--- src/hw/rtl/rtufr_pkg.sv ---
`default_nettype none
// ----------------------------------------------------------------------------
// rtufr_pkg
// shared types, codes and the crc-16 table for the rtu frame receiver
// ----------------------------------------------------------------------------
package rtufr_pkg;

    // largest frame held before further bytes are dropped
    localparam int unsigned MAX_FRAME_BYTES = 256;

    localparam int unsigned TICK_W  = 16;
    localparam int unsigned LEN_W   = 9;
    localparam int unsigned CFG_A_W = 2;

    localparam logic [TICK_W-1:0] CHAR_GAP_RESET  = 16'd1719;
    localparam logic [TICK_W-1:0] FRAME_END_RESET = 16'd4010;
    localparam logic [TICK_W-1:0] IDLE_SYNC_RESET = 16'd4010;
    localparam logic [TICK_W-1:0] SILENCE_MAX     = 16'hFFFF;
    localparam logic [15:0]       CRC_INIT        = 16'hFFFF;
    localparam logic [15:0]       CRC_POLY        = 16'hA001;

    // configuration register indexes
    localparam logic [CFG_A_W-1:0] REG_CHAR_GAP  = 2'd0;
    localparam logic [CFG_A_W-1:0] REG_FRAME_END = 2'd1;
    localparam logic [CFG_A_W-1:0] REG_IDLE_SYNC = 2'd2;

    typedef enum logic [1:0] {
        MODE_IDLE   = 2'd0,
        MODE_READY  = 2'd1,
        MODE_RECV   = 2'd2,
        MODE_ENDGAP = 2'd3
    } t_mode;

    typedef enum logic [2:0] {
        ST_NONE    = 3'd0,
        ST_BYTE    = 3'd1,
        ST_GOOD    = 3'd2,
        ST_CRC_BAD = 3'd3,
        ST_SHORT   = 3'd4,
        ST_GAP     = 3'd5,
        ST_LONG    = 3'd6
    } t_status;

    // one entry of the reflected crc-16 (0xa001) byte table
    function automatic logic [15:0] crc_table(input logic [7:0] idx);
        logic [15:0] c;
        c = {8'h00, idx};
        for (int k = 0; k < 8; k++) begin
            if (c[0]) begin
                c = (c >> 1) ^ CRC_POLY;
            end else begin
                c = c >> 1;
            end
        end
        return c;
    endfunction

endpackage
`default_nettype wire

--- src/hw/rtl/rtufr_crc16_update.sv ---
`default_nettype none
// ----------------------------------------------------------------------------
// rtufr_crc16_update
// one byte step of the modbus crc-16, table form
// ----------------------------------------------------------------------------
module rtufr_crc16_update (
    input  wire logic [15:0] i_crc,
    input  wire logic [7:0]  i_byte,
    output logic      [15:0] o_crc
);

    logic [7:0] idx;

    assign idx   = i_crc[7:0] ^ i_byte;
    assign o_crc = (i_crc >> 8) ^ rtufr_pkg::crc_table(idx);

endmodule
`default_nettype wire

--- src/hw/rtl/rtu_frame_receiver_crc_check_unit.sv ---
`default_nettype none
// ----------------------------------------------------------------------------
// rtu_frame_receiver_crc_check_unit
// modbus rtu frame receiver: silence timing, framing and crc-16 verdict
// ----------------------------------------------------------------------------
// usage:
//   s_axis carries one word per received byte or time tick: tuser[0] = 1 marks
//   a tick, else tdata[7:0] is the received byte. every accepted word yields
//   exactly one result word on m_axis: tuser holds the status code, tdata the
//   byte, the frame length and the receiver mode after that word.
//   the cfg channel writes the three silence thresholds (index 0 char gap,
//   1 frame end, 2 idle sync); it is always ready and must be used only
//   while no word is in flight.
// pipeline:
//   each word passes the input register, then the result register. one word
//   per cycle sustained while m_axis_tready stays high; the state update with
//   its crc table step and threshold compare sits between the two registers.
// reset:
//   synchronous, active low. the receiver starts in idle wait with zero
//   silence, thresholds back to their defaults, both stages empty.
// stall:
//   when m_axis_tready is low the result holds; the input register still
//   takes one word, after which s_axis_tready drops until the result moves.
// ----------------------------------------------------------------------------
module rtu_frame_receiver_crc_check_unit (
    input  wire logic        i_clk,
    input  wire logic        i_rst_n,
    // input words
    input  wire logic        s_axis_tvalid,
    output logic             s_axis_tready,
    input  wire logic [7:0]  s_axis_tdata,   // [7:0] rx_byte
    input  wire logic [0:0]  s_axis_tuser,   // [0] kind (1 = tick)
    // result words
    output logic             m_axis_tvalid,
    input  wire logic        m_axis_tready,
    output logic      [23:0] m_axis_tdata,   // [7:0] data_byte, [16:8] frame_length,
                                             // [18:17] receiver_mode, [23:19] zero
    output logic      [2:0]  m_axis_tuser,   // [2:0] status
    // configuration writes
    input  wire logic        i_cfg_valid,
    output logic             o_cfg_ready,
    input  wire logic [1:0]  i_cfg_addr,
    input  wire logic [15:0] i_cfg_data
);

    localparam int unsigned TW = rtufr_pkg::TICK_W;
    localparam int unsigned LW = rtufr_pkg::LEN_W;
    localparam logic [LW-1:0] MAX_LEN = LW'(rtufr_pkg::MAX_FRAME_BYTES);

    // ---------------- configuration registers ----------------
    logic [TW-1:0] r_char_gap, r_frame_end, r_idle_sync;

    assign o_cfg_ready = 1'b1;

    always_ff @(posedge i_clk) begin
        if (!i_rst_n) begin
            r_char_gap  <= rtufr_pkg::CHAR_GAP_RESET;
            r_frame_end <= rtufr_pkg::FRAME_END_RESET;
            r_idle_sync <= rtufr_pkg::IDLE_SYNC_RESET;
        end else if (i_cfg_valid && o_cfg_ready) begin
            case (i_cfg_addr)
                rtufr_pkg::REG_CHAR_GAP:  r_char_gap  <= i_cfg_data;
                rtufr_pkg::REG_FRAME_END: r_frame_end <= i_cfg_data;
                rtufr_pkg::REG_IDLE_SYNC: r_idle_sync <= i_cfg_data;
                default: ;  // unused index, ignored
            endcase
        end
    end

    // ---------------- handshake and stage control ----------------
    logic r_in_valid;
    logic r_in_kind;
    logic [7:0] r_in_byte;
    logic r_out_valid;
    logic advance;      // result register can load this cycle
    logic take;         // input register word moves to the result register

    assign advance       = !r_out_valid || m_axis_tready;
    assign take          = r_in_valid && advance;
    assign s_axis_tready = !r_in_valid || advance;

    always_ff @(posedge i_clk) begin
        if (!i_rst_n) begin
            r_in_valid <= 1'b0;
        end else if (s_axis_tready) begin
            r_in_valid <= s_axis_tvalid;
        end
    end

    // payload, no reset needed
    always_ff @(posedge i_clk) begin
        if (s_axis_tready && s_axis_tvalid) begin
            r_in_kind <= s_axis_tuser[0];
            r_in_byte <= s_axis_tdata;
        end
    end

    // ---------------- receiver state ----------------
    rtufr_pkg::t_mode r_mode, n_mode;
    logic [TW-1:0]    r_silence, n_silence;
    logic [LW-1:0]    r_byte_count, n_byte_count;
    logic [15:0]      r_crc, n_crc;
    logic [7:0]       r_last0, n_last0;   // earlier of the two held bytes
    logic [7:0]       r_last1, n_last1;   // most recent byte
    logic             r_overflow, n_overflow;

    // result fields
    rtufr_pkg::t_status r_out_status, n_out_status;
    logic [7:0]         r_out_data, n_out_data;
    logic [LW-1:0]      r_out_len, n_out_len;
    rtufr_pkg::t_mode   r_out_mode;

    logic [15:0] crc_step;
    logic        is_tick;
    logic        frame_full;
    logic        crc_match;

    // crc advances over the byte leaving the two-byte window
    rtufr_crc16_update u_crc (
        .i_crc  (r_crc),
        .i_byte (r_last0),
        .o_crc  (crc_step)
    );

    assign is_tick    = r_in_kind;
    assign frame_full = (r_byte_count >= MAX_LEN);
    // trailing crc arrives low byte first
    assign crc_match  = ({r_last1, r_last0} == r_crc);

    always_comb begin
        n_mode       = r_mode;
        n_byte_count = r_byte_count;
        n_crc        = r_crc;
        n_last0      = r_last0;
        n_last1      = r_last1;
        n_overflow   = r_overflow;
        n_out_status = rtufr_pkg::ST_NONE;
        n_out_data   = 8'h00;
        n_out_len    = r_byte_count;

        // silence counter: a byte clears it, a tick counts up and saturates
        if (is_tick) begin
            n_silence = (r_silence == rtufr_pkg::SILENCE_MAX) ?
                        r_silence : r_silence + TW'(1);
        end else begin
            n_silence = '0;
        end

        case (r_mode)
            rtufr_pkg::MODE_IDLE: begin
                if (is_tick && (n_silence >= r_idle_sync)) begin
                    n_mode = rtufr_pkg::MODE_READY;
                end
            end
            rtufr_pkg::MODE_READY: begin
                if (!is_tick) begin
                    // fresh frame, this byte is its first
                    n_byte_count = LW'(1);
                    n_crc        = rtufr_pkg::CRC_INIT;
                    n_last0      = 8'h00;
                    n_last1      = r_in_byte;
                    n_overflow   = 1'b0;
                    n_mode       = rtufr_pkg::MODE_RECV;
                    n_out_status = rtufr_pkg::ST_BYTE;
                    n_out_data   = r_in_byte;
                    n_out_len    = LW'(1);
                end
            end
            rtufr_pkg::MODE_RECV: begin
                if (!is_tick) begin
                    if (frame_full) begin
                        // byte dropped, frame will be judged too long
                        n_overflow = 1'b1;
                    end else begin
                        if (r_byte_count >= LW'(2)) begin
                            n_crc = crc_step;
                        end
                        n_last0      = r_last1;
                        n_last1      = r_in_byte;
                        n_byte_count = r_byte_count + LW'(1);
                        n_out_status = rtufr_pkg::ST_BYTE;
                        n_out_data   = r_in_byte;
                        n_out_len    = r_byte_count + LW'(1);
                    end
                end else if (n_silence >= r_char_gap) begin
                    n_mode = rtufr_pkg::MODE_ENDGAP;
                end
            end
            rtufr_pkg::MODE_ENDGAP: begin
                if (!is_tick) begin
                    // byte inside the end gap: abandon the frame
                    n_out_status = rtufr_pkg::ST_GAP;
                    n_byte_count = '0;
                    n_crc        = rtufr_pkg::CRC_INIT;
                    n_last0      = 8'h00;
                    n_last1      = 8'h00;
                    n_overflow   = 1'b0;
                    n_mode       = rtufr_pkg::MODE_IDLE;
                end else if (n_silence >= r_frame_end) begin
                    if (r_overflow) begin
                        n_out_status = rtufr_pkg::ST_LONG;
                    end else if (r_byte_count <= LW'(2)) begin
                        n_out_status = rtufr_pkg::ST_SHORT;
                    end else if (crc_match) begin
                        n_out_status = rtufr_pkg::ST_GOOD;
                    end else begin
                        n_out_status = rtufr_pkg::ST_CRC_BAD;
                    end
                    n_byte_count = '0;
                    n_crc        = rtufr_pkg::CRC_INIT;
                    n_last0      = 8'h00;
                    n_last1      = 8'h00;
                    n_overflow   = 1'b0;
                    n_mode       = rtufr_pkg::MODE_READY;
                end
            end
            default: begin
                n_mode = rtufr_pkg::MODE_IDLE;
            end
        endcase
    end

    always_ff @(posedge i_clk) begin
        if (!i_rst_n) begin
            r_mode       <= rtufr_pkg::MODE_IDLE;
            r_silence    <= '0;
            r_byte_count <= '0;
            r_crc        <= rtufr_pkg::CRC_INIT;
            r_last0      <= 8'h00;
            r_last1      <= 8'h00;
            r_overflow   <= 1'b0;
        end else if (take) begin
            r_mode       <= n_mode;
            r_silence    <= n_silence;
            r_byte_count <= n_byte_count;
            r_crc        <= n_crc;
            r_last0      <= n_last0;
            r_last1      <= n_last1;
            r_overflow   <= n_overflow;
        end
    end

    // ---------------- result register ----------------
    always_ff @(posedge i_clk) begin
        if (!i_rst_n) begin
            r_out_valid <= 1'b0;
        end else if (advance) begin
            r_out_valid <= r_in_valid;
        end
    end

    always_ff @(posedge i_clk) begin
        if (take) begin
            r_out_status <= n_out_status;
            r_out_data   <= n_out_data;
            r_out_len    <= n_out_len;
            r_out_mode   <= n_mode;
        end
    end

    assign m_axis_tvalid = r_out_valid;
    assign m_axis_tuser  = r_out_status;
    assign m_axis_tdata  = {5'b00000, r_out_mode, r_out_len, r_out_data};

    // ---------------- assertions ----------------
    // held frame never grows past the limit
    a_len_bound: assert property (@(posedge i_clk) disable iff (!i_rst_n)
        r_byte_count <= MAX_LEN)
        else $error("frame length beyond limit");

    // outside a frame nothing is held
    a_no_frame_idle: assert property (@(posedge i_clk) disable iff (!i_rst_n)
        (r_mode == rtufr_pkg::MODE_IDLE || r_mode == rtufr_pkg::MODE_READY)
        |-> (r_byte_count == '0 && !r_overflow))
        else $error("frame state left over outside a frame");

    // a byte result always leaves the receiver in receiving mode
    a_byte_mode: assert property (@(posedge i_clk) disable iff (!i_rst_n)
        (r_out_valid && r_out_status == rtufr_pkg::ST_BYTE)
        |-> (r_out_mode == rtufr_pkg::MODE_RECV && r_out_len != '0))
        else $error("byte result outside receiving mode");

    // input only stalls when both stages are full and the sink is stalled
    a_stall_cause: assert property (@(posedge i_clk) disable iff (!i_rst_n)
        !s_axis_tready |-> (m_axis_tvalid && !m_axis_tready))
        else $error("input stalled without back pressure");

endmodule
`default_nettype wire
--- config.mk ---
export PLATFORM = sky130hd
export DESIGN_NAME = rtu_frame_receiver_crc_check_unit
export DESIGN_NICKNAME = d
export VERILOG_FILES = /design/src/hw/rtl/rtufr_pkg.sv /design/src/hw/rtl/rtufr_crc16_update.sv /design/src/hw/rtl/rtu_frame_receiver_crc_check_unit.sv
export SDC_FILE = /design/constraint.sdc
export NUM_CORES = 1
export LEC_CHECK = 0
export ABC_CLOCK_PERIOD_IN_PS = 5100
export CORE_ASPECT_RATIO = 0.75
export CORE_UTILIZATION = 40
export CTS_CLUSTER_SIZE = 12
export DETAILED_ROUTE_END_ITERATION = 10
export DONT_BUFFER_PORTS = 1
export PLACE_DENSITY = 0.66
export SLEW_MARGIN = 20
export SYNTH_ARGS = -nofsm -noshare
export SYNTH_HDL_FRONTEND = slang
export SYNTH_SLANG_ARGS = --single-unit
--- constraint.sdc ---
create_clock -name i_clk -period 5.1 [get_ports i_clk]
set_input_delay 0.255 -clock i_clk [delete_from_list [all_inputs] [get_ports i_clk]]
set_output_delay 0.255 -clock i_clk [all_outputs]
set_load 0.1 [all_outputs]
==> impl_metrics.py <==
metrics = {
    "setup_path": {
        "r2r_cells": 14,
        "arrival_ns": 4.71,
        "crit_fanout": 15,
        "critPathLaunch": "r_silence[0]",
        "endpoint_kind": "flip-flop",
        "r2r_end": "r_last1[3]",
        "path_class": "flip-flop to flip-flop",
        "critPathLaunchType": "flip-flop",
        "ff2ff_setup_slack_ns": 0.69,
        "r2r-start": "r_silence[0]",
        "cp.required_ns": 5.39,
    },
    "clock_network": {
        "ctsResizeCount": 0,
        "clock-sinks": 141,
        "cts_buffers": 17,
        "tritoncts": "yes",
        "root_buffer": "clkbuf_16",
        "insertion_delay_ns": 0.44,
        "clockBufferDepth": 2,
        "htree_num_levels": 4,
        "post_cts_buffers": 0,
        "clkTransAtPathRegs_ns": 0.06,
    },
    "cells_and_area": {
        "fin_nets": 1003,
        "multiInputGateArea_mm2": 0.00419,
        "area_growth_pct": 13.8,
        "layout-drive-gt1-share_pct": 5.51,
        "fillerInstances": 1751,
        "antennaDiodeCount": 0,
        "utilization_pct": 47.1,
        "seq_area_mm2": 0.00313,
    },
    "logic_synthesis": {
        "synth_cell_types": 65,
        "synth_largest_area_cell": "dfxtp_1",
        "ys_seq_area_share_pct": 40.3,
        "yosysWarnings": 0,
        "synth_area_mm2": 0.00777,
        "synth-edff-count": 31,
        "synth_ff_type": "dfxtp_1",
        "synth_area_leaders": "dfxtp_1, edfxtp_1, ha_1",
        "syn_inst": 904,
        "syn_area_per_cell_um2": 8.59,
        "yosys.cell_count.top_type": "nand2_1",
        "async_flop_share_pct": 0,
        "synth_seq_cells": 141,
        "synthTopCellsByCount": "nand2_1, dfxtp_1, a21oi_1, nor2_1",
        "synth_top_area_share_pct": 28.3,
    },
    "sta": {
        "max_slew_margin_pct": 34.5,
        "max_freq_ghz": 0.227,
        "tightest_slew_ns": 0.982,
        "setup-tns-final_ns": 0,
        "period_share_pct": 86.5,
        "slew_viol_final": 0,
        "clock_skew_ns": 0.0121,
        "fin_crit_ns": 4.41,
        "worst_slack_ns": 0.686,
        "hold_violations": 0,
        "finalSetupViolations": 0,
        "rsz0062_at_grt": "false",
    },
    "global_route": {
        "grt_max_degree": 56,
        "antenna_found_initial": 0,
        "grt.overflow.total": 0,
        "grt_util_all_layers_pct": 20.4,
        "grt_pass1_wl_mm": 31.6,
        "grt_pass1_vias": 5891,
    },
    "power": {
        "finalPower_mw": 2.69,
        "ir_worst_vdd_mv": 0.238,
        "leakagePower_nw": 3.40,
        "cellPowerDensity_mw_per_mm2": 304,
    },
    "flow_run": {
        "drv_cap": 0,
    },
    "die": {
        "core_mm2": 0.0188,
        "fp.dieW_um": 163,
        "die_y_um": 123,
        "floorplan.initialDensity_pct": 41.4,
        "io_pins": 62,
        "die-area_mm2": 0.0200,
        "rows": 43,
    },
    "routing": {
        "wl_per_cell_um": 16.4,
        "viasPerCell": 5.40,
        "drt_wl_total_mm": 19.2,
        "route.detailed.drc": 0,
        "first_iter_violations": 606,
        "ant_nets": 0,
        "num_vias": 6333,
        "drt-pass1-iter-count": 8,
    },
    "placed_design": {
        "place_congestion": 0.880,
        "port_buffers": 0,
        "dp_hpwl_mm": 13.3,
        "place_ws_ns": 0.763,
    },
    "min_path": {
        "min_from": "i_rst_n",
        "min_path_cells": 2,
        "holdPathEnd": "r_mode[1]",
        "hp-class": "primary input to flip-flop",
    },
    "outcome": {
        "status": "complete, no violations",
    },
}
==> timing repair <==
action,CTS,global route
hold endpoints to repair,88,0
hold buffers,28,0
endpoints found under the setup margin,0,0
==> through the flow <==
step	instances	cell area, um^2	hold slack, ns
after CTS	1172	8840	0.00255
after detailed placement	1112	7940	0.347
final	1172	8840	0.0180
after global placement	1112	7940	0.346
after floorplan	908	7780	0.354
after global routing	1172	8840	0.0516
==> final cells by class <==
class / count / share of cell area, %
timing repair buffer: 38 / 4.22
inverter: 60 / 2.55
clock inverter: 12 / 1.83
multi-input combinational: 654 / 47.4
tap: 247 / 3.50
clock buffer: 20 / 5.05
sequential: 141 / 35.4
==> layer usage <==
layer / track usage [%] / vias up / share of wire (%)
li1: - / 3186 / -
met1: 30.7 / 2932 / 51
met2: 28.3 / 192 / 41
met3: 4.90 / 23 / 6.5
met4: 6.43 / 0 / 1.2
met5: 0 / - / 0
==> how the worst max path moves through the flow <==
| stage | endpoint | depth (start not counted) |
|---|---|---|
| after CTS | r_last1[3] | 14 |
| after floorplan | r_last1[0] | 14 |
| final | r_last1[3] | 14 |
| after detailed placement | r_last1[3] | 14 |
| after global routing | r_crc[9] | 14 |
| after global placement | r_last1[7] | 14 |
==> critical path, stage by stage (launching register included) <==
cell	delay, ns
dfxtp_1	0.43
ha_1	0.22
and3_1	0.26
nand4_1	0.33
or2_2	0.47
a41o_1	0.27
nor2_1	0.22
ha_1	0.19
nand4_1	0.15
or4_1	0.54
o32a_2	0.44
a211oi_4	0.22
buf_4	0.26
mux2i_1	0.21
nor2_1	0.06
==> registers in the layout, summed over array words and instances (netlist names) <==
name	flops
r_byte_count	9
r_overflow	1
r_crc	16
r_last1	8
r_in_valid	1
r_out_len	9
m_axis_tvalid	1
m_axis_tuser	3
r_char_gap	16
r_out_mode	2
r_silence	16
r_mode	2
r_idle_sync	16
is_tick	1
r_last0	8
r_out_data	8
r_in_byte	8
r_frame_end	16
==> report_power, final <==
group	total (mW)	internal, mW	switching (mW)
logic	0.153	0.0490	0.104
clock network	1.29	0.786	0.502
registers	1.25	1.17	0.0753
total	2.69	2.00	0.680
==> placed cells by master, fill, tap and decap left out, types with 16 or more instances in the layout <==
master	count
clkbuf_16	17
o211ai_1	30
xnor2_1	23
o21ai_0	18
inv_1	59
edfxtp_1	31
dlygate4sd3_1	27
nor2_1	65
nand2_1	129
a21oi_1	78
and3_1	16
dfxtp_1	110
o21ai_1	19
ha_1	59
==> cells by family after synthesis <==
kind of cell    share of synthesized area, %
mux                                     1.56
other cells                           0.0967
buf+inv                                 5.96
xor+xnor                                4.85
fa+ha+maj                               9.50
simple gates                            19.8
flops                                   40.3
compound gates                          17.9
(Power assumes the default switching activity.)
